File: src/sv/gjs_pkg.sv
`timescale 1ns / 1ps
// Shared constants, widths, codes and helper functions of the linear solver.
package gjs_pkg;

    localparam int MAX_ROWS    = 8;
    localparam int MAX_VARS    = 8;
    localparam int COLS_MAX    = MAX_VARS + 1;
    localparam int STORE_DEPTH = MAX_ROWS * COLS_MAX;

    localparam int DATA_W  = 32;
    localparam int FRAC_W  = 16;
    localparam int EPS_W   = 16;
    localparam int CFG_W   = 4;
    localparam int ADDR_W  = $clog2(STORE_DEPTH);
    localparam int LP_W    = $clog2(STORE_DEPTH + 1);
    localparam int CNT_W   = (MAX_ROWS > COLS_MAX) ? $clog2(MAX_ROWS + 1) : $clog2(COLS_MAX + 1);
    localparam int IDX_W   = (MAX_ROWS > 1) ? $clog2(MAX_ROWS) : 1;
    localparam int VAR_W   = 3;
    localparam int QUOT_W  = DATA_W + FRAC_W;

    localparam int STATUS_W    = 2;
    localparam int OUT_FIELD_W = STATUS_W + VAR_W + DATA_W;
    localparam int OUT_TDATA_W = ((OUT_FIELD_W + 7) / 8) * 8;

    localparam logic [STATUS_W-1:0] ST_UNIQUE = 2'd0;
    localparam logic [STATUS_W-1:0] ST_UNDER  = 2'd1;
    localparam logic [STATUS_W-1:0] ST_INCONS = 2'd2;

    localparam logic [1:0] CFG_NUM_ROWS = 2'd0;
    localparam logic [1:0] CFG_NUM_VARS = 2'd1;
    localparam logic [1:0] CFG_EPSILON  = 2'd2;

    typedef logic signed [DATA_W-1:0] q16_t;

    // Magnitude of a Q16.16 value; the most negative value maps to 2^31.
    function automatic logic [DATA_W-1:0] mag(input q16_t v);
        logic [DATA_W-1:0] u;
        begin
            u = v;
            mag = v[DATA_W-1] ? (~u + 1'b1) : u;
        end
    endfunction

endpackage

File: src/sv/gjs_msub.sv
`timescale 1ns / 1ps
// Row update unit: target - floor((factor * source + 0.5) >> 16), saturated.
module gjs_msub import gjs_pkg::*; (
    input  logic clk,
    input  logic load,
    input  q16_t fac,
    input  q16_t src,
    input  q16_t tgt,
    output q16_t res
);

    logic signed [2*DATA_W-1:0] prod_reg, prod_next;
    q16_t                       tgt_reg, tgt_next;
    logic signed [2*DATA_W-1:0] rnd;
    logic signed [2*DATA_W-1:0] t;
    logic signed [2*DATA_W-1:0] diff;

    always_comb
    begin
        prod_next = prod_reg;
        tgt_next  = tgt_reg;
        if (load)
        begin
            prod_next = fac * src;
            tgt_next  = tgt;
        end
    end

    always_ff @(posedge clk)
    begin
        prod_reg <= prod_next;
        tgt_reg  <= tgt_next;
    end

    always_comb
    begin
        rnd  = prod_reg + 64'sd32768;
        t    = rnd >>> FRAC_W;
        diff = {{DATA_W{tgt_reg[DATA_W-1]}}, tgt_reg} - t;
        if (diff > 64'sd2147483647)
        begin
            res = q16_t'(32'h7FFF_FFFF);
        end
        else if (diff < -64'sd2147483648)
        begin
            res = q16_t'(32'h8000_0000);
        end
        else
        begin
            res = q16_t'(diff[DATA_W-1:0]);
        end
    end

endmodule

File: config.mk
export PLATFORM = sky130hd
export DESIGN_NAME = gjs_msub
export DESIGN_NICKNAME = d
export VERILOG_FILES = /design/src/sv/gjs_pkg.sv /design/src/sv/gjs_msub.sv
export SDC_FILE = /design/constraint.sdc
export NUM_CORES = 2
export LEC_CHECK = 0
export BUFFER_PORTS_ARGS = -buffer_cell sky130_fd_sc_hd__buf_2
export CAP_MARGIN = 20
export CORE_ASPECT_RATIO = 1.4
export CORE_MARGIN = 2
export CORE_UTILIZATION = 35
export CTS_CLUSTER_DIAMETER = 30
export DETAILED_ROUTE_END_ITERATION = 8
export GPL_TIMING_DRIVEN = 0
export PLACE_DENSITY = 0.52
export SLEW_MARGIN = 20
export SYNTH_ARGS = -nofsm -noshare
export SYNTH_HDL_FRONTEND = slang
export SYNTH_SLANG_ARGS = --single-unit
File: constraint.sdc
create_clock -name clk -period 8.9 [get_ports clk]
set_input_delay 1.78 -clock clk [delete_from_list [all_inputs] [get_ports clk]]
set_output_delay 1.78 -clock clk [all_outputs]
set_load 0.005 [all_outputs]
# After elaboration in Yosys (flattened, before gate mapping)
# Cells that the tools add are included.
[totals] input_bits=98 word_cells=9 output_inout_bits=32 reg_bits=96
[op_classes] mux=2 order_cmp=2 mul=1 add_sub_neg=2
[ops] op="adder 64 x 17 -> 64 bit (second input constant)" n=1
[ops] op="multiplier 32 x 32 -> 64 bit" n=1
[ops] op="2-to-1 mux 32 bit" n=2
[ops] op="greater-than comparator 49 x 32 -> 1 bit (second input constant)" n=1
[ops] op="< comparator 49 x 32 -> 1 bit (second input constant)" n=1
[ops] op="subtractor 32 x 48 -> 49 bit" n=1

# Depth between registers and ports, before layout
[logic_depth] ltp_word=5 depth_mapped=29 ltp_nobuf=27

# Least setup slack after synthesis
# No wires, ideal clock.
[synth_path] path_type="input-to-reg" from="input port fac[31]" to="register prod_reg[61], data pin" t_arrival_ps=9004 path_stages=25 n_path_buf=2 setup_time_ps=258 setup_slack_ps=-362 t_required_ps=8642 path_cell_list="clkbuf_1 > nand2_1 > inv_1 > fa_1 > inv_1 > fa_1 > inv_1 > fa_1 > fa_1 > inv_1 > fa_1 > inv_1 > fa_1 > fa_1 > fa_1 > ha_1 > clkbuf_1 > a21o_1 > a21o_1 > a21oi_1 > o21a_1 > o21ai_0 > or4_1 > a31oi_1 > xnor2_1"
[synth_via] elab_chain_cells=1
[synth_lines] element="start: declaration" line="gjs_msub.sv:6" text="input q16_t fac,"
[synth_lines] element="multiplier 32 x 32 -> 64 bit" line="gjs_msub.sv:24" text="prod_next = fac * src;"
[synth_lines] element="end signal: assignment" line="gjs_msub.sv:31" text="prod_reg <= prod_next;"
[synth_lines] element="end: declaration" line="gjs_msub.sv:12" text="logic signed [2*DATA_W-1:0] prod_reg, prod_next;"
# No other way between the ends.
# A chain may end at the register's enable or synchronous reset.

# Worst setup path after layout
[layout_path] from="input port src[6]" to="register prod_reg[61], data pin"
[layout_via] elab_chain_cells=1
[layout_lines] element="start: declaration" line="gjs_msub.sv:7" text="input q16_t src,"
[layout_lines] element="multiplier 32 x 32 -> 64 bit" line="gjs_msub.sv:24"
# No other way between the ends.

==> summary.md <==
| Metric | Value |
|---|---|
| Outcome | finished, violations left |
| Violated checks | setup timing |
| H-tree depth | 3 |
| DRT Pass-1 Iters | 5 |
| Crit end category | flop |
| Final worst setup slack | -79.9 ps |
| CTS tree | built |
| GRT overflow | 0 |
| Multiplexer share of the synthesized area | 0.000235 |
| Worst-Margin Slew | 764 ps |
| Io pins | 130 |
| CP max FO | 8 |
| CP required | 9010 ps |
| Post-CTS Hold Buffers | 0 |
| Synth Area in XOR/XNOR | 0.0297 |
| HP Class | input port to flop |
| Main combinational cell family by area after synthesis | adder cells |
| Netlist Area Pre-Place | around 43000 um^2 |
| Routed WL | 167000 um |
| Post-DP Area | about 45000 um^2 |
| DP Wirelength | 135000 um |
| Synth Area in Adders | 0.577 |
| Root buf cell | clkbuf_16 |
| Seq cells post-synth | 81 |
| Slew Viols, Final | 0 |
| Vias in the first global route | between 30k and 40k |
| Number of vias per cell | 5.19 |
| Number of library cell types mapped by synthesis | 79 |
| Final core utilization | 0.417 |
| Ys flop type | edfxtp_1 |
| # DRC | 0 |
| Fmax | 111 MHz |
| Wire length on met3 | 10300 um |
| Via count | 33.3k |
| Met2 WL post-DR | roughly 81000 um |
| Iter 0 DRT Violations | around 2.2k |
| Clock Tree Buf Depth | 2 |
| Highest metal used | met5 |
| Unrepaired setup endpoints after global routing | true |
| Area growth syn-to-layout | 18.4% |
| Number of nets still failing antenna checks after routing | 0 |
| Count of final hold-check violations | 0 |
| CP startpoint | src[6] |
| M1 WL | approximately 60000 um |
| Cells after DPL | 6257 |
| Multi-input gate area | between 30000 and 40000 um^2 |
| Critical path startpoint category | input port |
| Row count | about 150 |
| Share of post-route cells with drive strength above 1 | 0.150 |
| Tcrit/Tclk final | 1.01 |
| CTS Buf Count | 9 |
| Fill count | between 10k and 15k |
| Syn nets | 5930 |
| Sequential area share after synthesis | 0.0572 |
| Die H | 416 um |
| Clock-pin slew reported for the worst setup and hold paths after clock tree synthesis | 70 ps |
| Initial core utilization | 0.352 |
| First-pass GRT wire length | approximately 240000 um |
| Global-route usage over all layers | 0.274 |
| Die Footprint | between 100000 and 150000 um^2 |
| Antenna violations before repair | 18 |
| Max FFs per register | 49 |
| WL/cell | 26.0 um |
| Clock sink total | 81 |
| Post-synth EDFFs | a little over 80 |
| Synth Area per Inst | 9.40 um^2 |
| PortBufs | 129 |
| GPL Wtd Cong | 0.987 |
| Minimum clock period | about 9000 ps |
| Final Non-Filler Cells | around 6.4k |
| Final setup viols | 2 |
| WS Path Type | input port to flop |
| Cells after synthesis | 4521 |
| Max_cap viols | 0 |
| Simple-gate area share of the yosys netlist | 0.167 |
| Synth Area in Compound Gates | 0.0633 |
| Worst Path Arrival | 9090 ps |
| YS warnings | 0 |
| Largest net degree at the start of global routing | 61 |
| Max transition margin | 0.490 |
| Async SR Flop Fraction | 0 |
| Reg area | 2430 um^2 |
| Layout Nets | 6209 |
| Worst min-delay path startpoint | tgt[30] |
| Design area | between 50000 and 60000 um^2 |
| Die X-Extent | between 200 and 300 um |
| Core area | 121000 um^2 |
## path summary, 6_finish.rpt
path	cells past startpoint	to	slack, ps
max	25	prod_reg[61]	-80
min	1	tgt_reg[30]	1590
## cell usage after synthesis (23+ instances only)
cell type	n	area (um^2)
nand3_1	36	180
xnor2_1	84	736
and2_1	517	3230
nand4_1	38	238
nand2_1	606	2270
inv_1	969	3640
clkbuf_1	216	811
a21o_1	44	330
ha_1	229	2870
nor3_1	23	115
a21oi_1	112	561
edfxtp_1	81	2430
nor2_1	105	394
fa_1	1082	21700
xor2_1	60	526
o21ai_0	56	280
## critical path, cell delays in order
cell and delay, ps:
buf_12 120, clkbuf_16 160, buf_12 150, and2_4 160, fa_1 460, fa_1 500, fa_1 620, inv_1 70
fa_1 490, inv_2 40, fa_1 470, fa_1 560, fa_1 450, fa_1 580, ha_4 230, a21oi_2 160
o21ai_2 100, a2111oi_4 300, a21oi_2 110, a221o_1 410, o2111ai_4 250, a31oi_4 160, or4_4 470, a31oi_4 170
xnor2_2 100
## layout by cell type, fill, tap and decap left out, types with 12 or more instances in the layout
cell type	count
clkbuf_1	24
xnor2_1	82
ha_4	23
fa_2	64
nand4_1	38
o21ai_0	43
inv_1	944
clkbuf_4	23
clkbuf_16	79
buf_8	23
and2_4	12
nor2b_1	16
a31oi_1	12
buf_6	28
buf_12	17
and3_1	15
and2_1	504
ha_1	200
a21oi_2	12
nand2b_1	14
fa_1	1018
edfxtp_1	81
inv_2	19
o211ai_1	13
nand2_1	600
a21oi_1	96
xor2_1	60
nand3_1	34
buf_4	155
o21ai_1	14
nor3_1	20
clkbuf_8	57
o221ai_2	17
buf_2	84
a21o_1	44
nor2_1	101
o21a_1	18
## cell type report
| type | count | share of cell area |
|---|---|---|
| multi-input cells | 3246 | 0.725 |
| clock inverters | 6 | 0.000845 |
| clock buffers | 10 | 0.00455 |
| inverters | 970 | 0.0729 |
| flip-flops and latches | 81 | 0.0483 |
| plain buffers | 218 | 0.0653 |
| repair buffers | 274 | 0.0432 |
| well taps | 1606 | 0.0399 |
| diodes | 6 | 0.000298 |
## per-stage QoR
stage / worst slack, ps / setup TNS [ps] / hold slack [ps]
2_1_floorplan: -9.88 / -9.88 / 1880
3_3_place_gp: -1920 / -52610 / 1960
3_5_place_dp: -1880 / -54590 / 1960
4_1_cts: -18.0 / -21.2 / 1570
5_1_grt: -224 / -1120 / 1570
6_report: -79.9 / -128 / 1590
## layer usage
layer  global-route usage  vias to the layer above
met5                    0                        -
met4                0.212                       10
met3               0.0418                      488
met2                0.470                     1249
met1                0.303                    17434
li1                     -                    14111
## logic make-up (layout without fill, tap and decap cells)
family,count (synthesis),in the layout
AOI/OAI and AO/OA,376,376
xor gates and xnor gates,144,144
adders and majority gates,1311,1311
buffers and inverters,1194,1478
DFF,81,81
muxes,1,1
other,0,6
and+or+nand+nor,1414,1414
## repair_timing
action,4_1_cts,5_1_grt
pin swaps,78,91
gates cloned,3,2
buffers inserted,89,50
setup endpoints to repair,43,57
endpoints found under the hold margin,0,0
gates resized for setup,750,184
Power is left out: the tool's default activity adds up to more than one toggle a clock period on the data nets, which glitch-free logic cannot reach.
