**src/sv/gjs_pkg.sv**
```systemverilog
`timescale 1ns / 1ps
// Shared constants, widths, codes and helper functions of the linear solver.
package gjs_pkg;

    localparam int MAX_ROWS    = 8;
    localparam int MAX_VARS    = 8;
    localparam int COLS_MAX    = MAX_VARS + 1;
    localparam int STORE_DEPTH = MAX_ROWS * COLS_MAX;

    localparam int DATA_W  = 32;
    localparam int FRAC_W  = 16;
    localparam int EPS_W   = 16;
    localparam int CFG_W   = 4;
    localparam int ADDR_W  = $clog2(STORE_DEPTH);
    localparam int LP_W    = $clog2(STORE_DEPTH + 1);
    localparam int CNT_W   = (MAX_ROWS > COLS_MAX) ? $clog2(MAX_ROWS + 1) : $clog2(COLS_MAX + 1);
    localparam int IDX_W   = (MAX_ROWS > 1) ? $clog2(MAX_ROWS) : 1;
    localparam int VAR_W   = 3;
    localparam int QUOT_W  = DATA_W + FRAC_W;

    localparam int STATUS_W    = 2;
    localparam int OUT_FIELD_W = STATUS_W + VAR_W + DATA_W;
    localparam int OUT_TDATA_W = ((OUT_FIELD_W + 7) / 8) * 8;

    localparam logic [STATUS_W-1:0] ST_UNIQUE = 2'd0;
    localparam logic [STATUS_W-1:0] ST_UNDER  = 2'd1;
    localparam logic [STATUS_W-1:0] ST_INCONS = 2'd2;

    localparam logic [1:0] CFG_NUM_ROWS = 2'd0;
    localparam logic [1:0] CFG_NUM_VARS = 2'd1;
    localparam logic [1:0] CFG_EPSILON  = 2'd2;

    typedef logic signed [DATA_W-1:0] q16_t;

    // Magnitude of a Q16.16 value; the most negative value maps to 2^31.
    function automatic logic [DATA_W-1:0] mag(input q16_t v);
        logic [DATA_W-1:0] u;
        begin
            u = v;
            mag = v[DATA_W-1] ? (~u + 1'b1) : u;
        end
    endfunction

endpackage

```
**src/sv/gjs_div.sv**
```systemverilog
`timescale 1ns / 1ps
// Radix-2 restoring divider: (|x| << 16 + |d|/2) / |d|, signed and saturated.
module gjs_div import gjs_pkg::*; (
    input  logic clk,
    input  logic rst_n,
    input  logic start,
    input  q16_t num,
    input  q16_t den,
    output logic done,
    output q16_t quot
);

    localparam int STEP_W = $clog2(QUOT_W + 1);

    logic              busy_reg, busy_next;
    logic              done_reg, done_next;
    logic [STEP_W-1:0] cnt_reg, cnt_next;
    logic [QUOT_W-1:0] acc_reg, acc_next;
    logic [DATA_W-1:0] rem_reg, rem_next;
    logic [DATA_W-1:0] dvs_reg, dvs_next;
    logic              neg_reg, neg_next;

    logic [DATA_W:0]   rem_sh;
    logic [DATA_W:0]   rem_sub;
    logic              ge;
    logic [DATA_W-1:0] mag_den;

    always_comb
    begin
        mag_den   = mag(den);
        rem_sh    = {rem_reg, acc_reg[QUOT_W-1]};
        ge        = rem_sh >= {1'b0, dvs_reg};
        rem_sub   = rem_sh - {1'b0, dvs_reg};
        busy_next = busy_reg;
        done_next = 1'b0;
        cnt_next  = cnt_reg;
        acc_next  = acc_reg;
        rem_next  = rem_reg;
        dvs_next  = dvs_reg;
        neg_next  = neg_reg;
        if (start)
        begin
            busy_next = 1'b1;
            cnt_next  = STEP_W'(QUOT_W);
            acc_next  = (QUOT_W'(mag(num)) << FRAC_W) + QUOT_W'(mag_den >> 1);
            rem_next  = '0;
            dvs_next  = mag_den;
            neg_next  = num[DATA_W-1] ^ den[DATA_W-1];
        end
        else if (busy_reg)
        begin
            // shift one quotient bit in per cycle
            rem_next = ge ? rem_sub[DATA_W-1:0] : rem_sh[DATA_W-1:0];
            acc_next = {acc_reg[QUOT_W-2:0], ge};
            cnt_next = cnt_reg - 1'b1;
            if (cnt_reg == STEP_W'(1))
            begin
                busy_next = 1'b0;
                done_next = 1'b1;
            end
        end
    end

    always_ff @(posedge clk or negedge rst_n)
    begin
        if (!rst_n)
        begin
            busy_reg <= 1'b0;
            done_reg <= 1'b0;
            cnt_reg  <= '0;
        end
        else
        begin
            busy_reg <= busy_next;
            done_reg <= done_next;
            cnt_reg  <= cnt_next;
        end
    end

    always_ff @(posedge clk)
    begin
        acc_reg <= acc_next;
        rem_reg <= rem_next;
        dvs_reg <= dvs_next;
        neg_reg <= neg_next;
    end

    always_comb
    begin
        if (neg_reg)
        begin
            if (acc_reg >= QUOT_W'(64'h8000_0000))
            begin
                quot = q16_t'(32'h8000_0000);
            end
            else
            begin
                quot = q16_t'(32'd0 - acc_reg[DATA_W-1:0]);
            end
        end
        else
        begin
            if (acc_reg > QUOT_W'(64'h7FFF_FFFF))
            begin
                quot = q16_t'(32'h7FFF_FFFF);
            end
            else
            begin
                quot = q16_t'(acc_reg[DATA_W-1:0]);
            end
        end
    end

    assign done = done_reg;

endmodule

```
**config.mk**
```make
export PLATFORM = sky130hd
export DESIGN_NAME = gjs_div
export DESIGN_NICKNAME = d
export VERILOG_FILES = /design/src/sv/gjs_pkg.sv /design/src/sv/gjs_div.sv
export SDC_FILE = /design/constraint.sdc
export NUM_CORES = 1
export LEC_CHECK = 0
export ABC_CLOCK_PERIOD_IN_PS = 2700
export BUFFER_PORTS_ARGS = -buffer_cell sky130_fd_sc_hd__buf_2
export CORE_ASPECT_RATIO = 1.5
export CORE_UTILIZATION = 55
export DETAILED_ROUTE_END_ITERATION = 10
export GPL_TIMING_DRIVEN = 0
export PLACE_DENSITY_LB_ADDON = 0.2
export SETUP_SLACK_MARGIN = 0.1
export SLEW_MARGIN = 10
export SYNTH_ARGS = -nofsm -noshare
export SYNTH_HDL_FRONTEND = slang
export SYNTH_SLANG_ARGS = --single-unit
```
**constraint.sdc**
```tcl
create_clock -name clk -period 2.7 [get_ports clk]
set_input_delay 0.135 -clock clk [delete_from_list [all_inputs] [get_ports clk]]
set_output_delay 0.135 -clock clk [all_outputs]
set_load 0.1 [all_outputs]
```
==> flow_summary.yaml, run 1 <==
cts:
  cts_sinks: 121
  root_buffer: "clkbuf_16"
  h-tree-depth: 4
  numCtsBuffers: 17
  cts.path.max_buffers: 2
placed_design:
  place.gp.congestion: 1.008
  post-dp-hpwl_um: 22370
  portBuffers: 99
  dp_cells: 1456
floorplan:
  initial_utilization_pct: 56.43
  die_w_um: 111.2
  boundaryPins: 100
  die_height_um: 165.8
  rows: 59
synthesis:
  synth-warning-count: 0
  synthArstFlopShare_pct: 6.612
  avgSynthCellArea_um2: 8.602
  synthFlopType: "edfxtp_1"
  ys_ff_latch: 121
  synth_area_um2: 9832
  synth_seq_area_share_pct: 33.29
  syn_inst: 1143
  synth_edf_count: 81
  synth_cell_types: 74
  syn_nets: 1262
run_status:
  status: "aborted with a tool error"
  error: "[ERROR GRT-0232] Routing congestion too high. Check the congestion heatmap in the GUI."
  stop_stage: "global routing (5_1_grt)"
grt:
  overflow: 65
  track_usage_pct: 68.99
  grt_start_max_net_pins: 37
timing:
  worst-ep-kind: "register data pin"
  grt-worst-endpoint: "acc_reg[34]$_DFFE_PP_/D"
[through the flow]
step	instance area, µm²	setup slack (ps)
after floorplan	10720	-1221
after global placement	11480	-1885
after detailed placement	11500	-1895
after CTS	14170	-1149
[logic make-up after synthesis]
kind of cell             after synthesis  synth area share, %
AND/OR/NAND/NOR                      397                19.57
AO/OA/AOI/OAI                        298                20.81
XOR/XNOR                             124                11.05
flip-flops                           121                33.29
buffers and inverters                116                4.594
adder cells (fa/ha/maj)               54                6.974
multiplexers                          33                3.716
[Yosys cell counts (13+ instances only)]
cell type	number	area, µm²
ha_1	50	625.6
o41ai_1	17	148.9
a211oi_1	19	142.6
o31ai_1	31	232.7
inv_1	70	262.8
mux2_2	28	315.3
nor2b_1	14	87.58
clkbuf_1	40	150.1
nand3_1	20	100.1
a21oi_1	52	260.3
a21o_1	16	120.1
xnor2_1	77	674.4
dfxtp_1	32	640.6
nand2_1	118	442.9
xor2_1	47	411.6
nor3_1	15	75.07
nor2_1	121	454.2
or3_1	24	150.1
o311ai_0	13	113.9
o21ai_0	67	335.3
edfxtp_1	81	2432
[layer usage]
metal	global-route usage, %	GRT overflow
met1	67.82	0
met4	72.50	35
met5	11.20	1
met3	48.21	1
met2	90.05	28
[what timing repair did]
item	CTS
cloned	10
endpoints found under the hold margin	9
hold buffers	2
gates resized for setup	370
pin swaps	110
buffers inserted	65
endpoints found under the setup margin	94
==> run 2: changes to the inputs <==
==> config.mk (replaced) <==
export PLATFORM = sky130hd
export DESIGN_NAME = gjs_div
export DESIGN_NICKNAME = d
export VERILOG_FILES = /design/src/sv/gjs_pkg.sv /design/src/sv/gjs_div.sv
export SDC_FILE = /design/constraint.sdc
export NUM_CORES = 1
export LEC_CHECK = 0
export ABC_CLOCK_PERIOD_IN_PS = 3510
export BUFFER_PORTS_ARGS = -buffer_cell sky130_fd_sc_hd__buf_2
export CORE_UTILIZATION = 40
export DETAILED_ROUTE_END_ITERATION = 10
export GPL_TIMING_DRIVEN = 0
export PLACE_DENSITY_LB_ADDON = 0.15
export SLEW_MARGIN = 10
export SYNTH_ARGS = -nofsm -noshare
export SYNTH_HDL_FRONTEND = slang
export SYNTH_SLANG_ARGS = --single-unit
==> constraint.sdc (replaced) <==
create_clock -name clk -period 3.51 [get_ports clk]
set_input_delay 0.1755 -clock clk [delete_from_list [all_inputs] [get_ports clk]]
set_output_delay 0.1755 -clock clk [all_outputs]
set_load 0.1 [all_outputs]
==> flow_summary.yaml, run 2 <==
cts:
  cts_tree: "built"
  cts.path.max_buffers: 2
  clock_latency_ps: 420
  root_buffer: "clkbuf_16"
  h-tree-depth: 4
  clk_transition_reported_paths_ps: 50
  numCtsBuffers: 17
  cts_sinks: 121
timing:
  fmax_mhz: 257.8
  rsz0062_at_grt: "true"
  hold_violations: 0
  fin_crit_sh_pct: 110.5
  period_minus_slack_ps: 3880
  worstMarginPinSlew_ps: 890.3
  slew_headroom_pct: 40.45
  setup_slack_ps: -369.5
  finalSetupViolations: 22
  final_max_slew_viol_count: 0
  fin_skew_ps: 5.040
synthesis:
  synth-warning-count: 0
  synth_edf_count: 81
  synthFlopType: "edfxtp_1"
  yosysTopAreaCell: "edfxtp_1"
  synthTopCellsByArea: "edfxtp_1, xnor2_1, dfxtp_1"
  synth_cell_types: 74
  syn_inst: 1143
  avgSynthCellArea_um2: 8.602
  yosys-top-cells-count: "nor2_1, nand2_1, edfxtp_1"
  ys_ff_latch: 121
  synthArstFlopShare_pct: 6.612
  netlist.area_leader.share_pct: 24.74
  synth_area_um2: 9832
  synth_seq_area_share_pct: 33.29
  synthMostInstantiatedCell: "nor2_1"
  syn_nets: 1262
grt:
  track_usage_pct: 24.13
  grt_pass1_wl_um: 47690
  antenna_found_initial: 0
  grt_start_max_net_pins: 36
  grt_pass1_vias: 8819
  overflow: 0
floorplan:
  rows: 57
  boundaryPins: 100
  die_height_um: 158.8
  die_area_um2: 25210
  initial_utilization_pct: 40.55
  die_w_um: 158.8
  fp.coreArea_um2: 24250
placed_design:
  pre_cts_ws_ps: -1307
  post-dp-hpwl_um: 22590
  place.gp.congestion: 0.9076
  dp_cells: 1567
  portBuffers: 99
  placed_cell_area_um2: 10980
setup_path:
  endpoint: "acc_reg[44]$_DFFE_PP_"
  crit_fanout: 5
  path_cells: "buf_6 -> or4_4 -> or3_4 -> o31ai_4 -> xnor2_2 -> ha_2 -> inv_2 -> fa_2 -> nor2b_2 -> o21ai_2 -> a21boi_2 -> o22ai_2 -> and2_4 -> a2111oi_4 -> o211ai_4 -> a211oi_2 -> xnor2_1 -> mux2_4"
  critPathRequiredTime_ps: 3680
  critical-path-top-delay-family: "compound AO/OA/AOI/OAI gates"
  end_kind: "register"
  r2r-start: "acc_reg[47]$_DFFE_PP_"
  crit_path_max_incr_delay_ps: 540
  worstSetupPathType: "primary input to register"
  critPathLaunch: "den[13]"
  reg2reg_depth: 14
  arrival_ps: 4050
  critical_path_depth: 18
  cp_num_buf_inv: 2
  cp_slowest_cell: "or4_4"
  rrSetupSlack_ps: 240
  cp-start-kind: "primary input"
  r2r_end: "rem_reg[28]$_SDFFE_PP0P_"
route:
  drc: 0
  drt_iter0_markers: 716
  ant_nets: 0
  wl_um: 30330
  first_pass_iters: 5
  vias: 9232
  wl_per_cell_um: 18.38
  viasPerCell: 5.595
flow_run:
  max_cap_violations: 0
layout:
  layout.nets: 1432
  drive_gt1_share_pct: 26.70
  area_delta_synth_final_pct: 27.86
  fillCellCount: 2285
  largest_reg_flops: 48
  fin_cells: 1650
  diodes: 0
  finalInstanceArea_um2: 12570
  fin_util_pct: 51.84
  layout_common_cells: "nor2_1, nand2_1, edfxtp_1"
  final_common_cell: "nor2_1"
pwr:
  p_clk_share_pct: 31.2
  peakVddDrop_v: 0.0003462
  seq_power_share_pct: 35.8
  pwr-share-comb_pct: 33.0
  internal_power_mw: 3.506
  p_total_mw: 5.533
  powerDensity_nw_per_um2: 440.1
  p_leak_nw: 5.096
  switching_share_pct: 36.63
  p_switching_mw: 2.026
run_status:
  status: "finished with violations"
  violations: "negative setup slack"
worst_hold_path:
  hold_path_class: "primary input to register"
-- run 2: cell counts after synthesis --
Identical to the previous run, type by type.
-- run 2: final cells by class --
| type | count | area, µm² | area share (%) |
|---|---|---|---|
| multi-input cells | 906 | 6778 | 53.92 |
| clock buffers | 18 | 429.2 | 3.414 |
| inverters | 70 | 262.8 | 2.090 |
| plain buffers | 44 | 195.2 | 1.553 |
| repair buffers | 153 | 1077 | 8.570 |
| flip-flops and latches | 121 | 3273 | 26.04 |
| clock inverters | 14 | 150.1 | 1.194 |
| well taps | 324 | 405.4 | 3.225 |
-- run 2: layer usage --
metal	wire length, µm	track usage, %	up-vias	part of all wire, %
met2	14320	39.02	266	47
met4	723	8.959	0	2.4
met5	0	0	-	0
met3	1406	3.553	47	4.6
met1	13880	32.53	4393	46
li1	-	-	4526	-
-- run 2: timing repair --
item,4_1_cts,5_1_grt
endpoints found under the hold margin,8,0
pin swaps,24,12
gates resized for setup,100,59
buffers inserted,37,19
hold buffers,1,0
endpoints found under the setup margin,60,73
-- run 2: cell families (layout without fill, tap and decap cells) --
kind of cell	after synthesis	after routing	synth area share, %
AOI/OAI and AO/OA	298	298	20.81
and+or+nand+nor	397	397	19.57
xor gates and xnor gates	124	124	11.05
muxes	33	33	3.716
buffers and inverters	116	299	4.594
DFF	121	121	33.29
adders and majority gates	54	54	6.974
-- run 2: how the worst min path moves through the flow --
stage | from | to | slack [ps] | cells after the start
floorplan | rst_n | busy_reg$_DFF_PN0_ | -120 | 0
global placement | rst_n | done$_DFF_PN0_ | 30 | 1
detailed placement | rst_n | cnt_reg[5]$_DFFE_PN0P_ | 30 | 1
CTS | den[0] | dvs_reg[0]$_DFFE_PP_ | 30 | 1
global route | den[0] | dvs_reg[0]$_DFFE_PP_ | 30 | 1
finish | den[0] | dvs_reg[0]$_DFFE_PP_ | 40 | 1
-- run 2: through the flow --
stage	hold slack (ps)	TNS (ps)
floorplan	-120.1	-12530
global placement	29.99	-43720
detailed placement	28.06	-23560
CTS	30.23	-5161
global route	32.91	-9522
finish	43.46	-6179
-- run 2: power by group through the flow --
stage | registers [mW] | logic (mW) | clock network (mW)
2_1_floorplan | 1.89 | 1.21 | 0
3_3_place_gp | 1.98 | 1.53 | 0
3_5_place_dp | 1.98 | 1.54 | 0
4_1_cts | 1.97 | 1.71 | 1.76
5_1_grt | 2.01 | 1.96 | 1.82
6_report | 1.98 | 1.83 | 1.72
No activity file was read; power rests on OpenSTA's default activity.
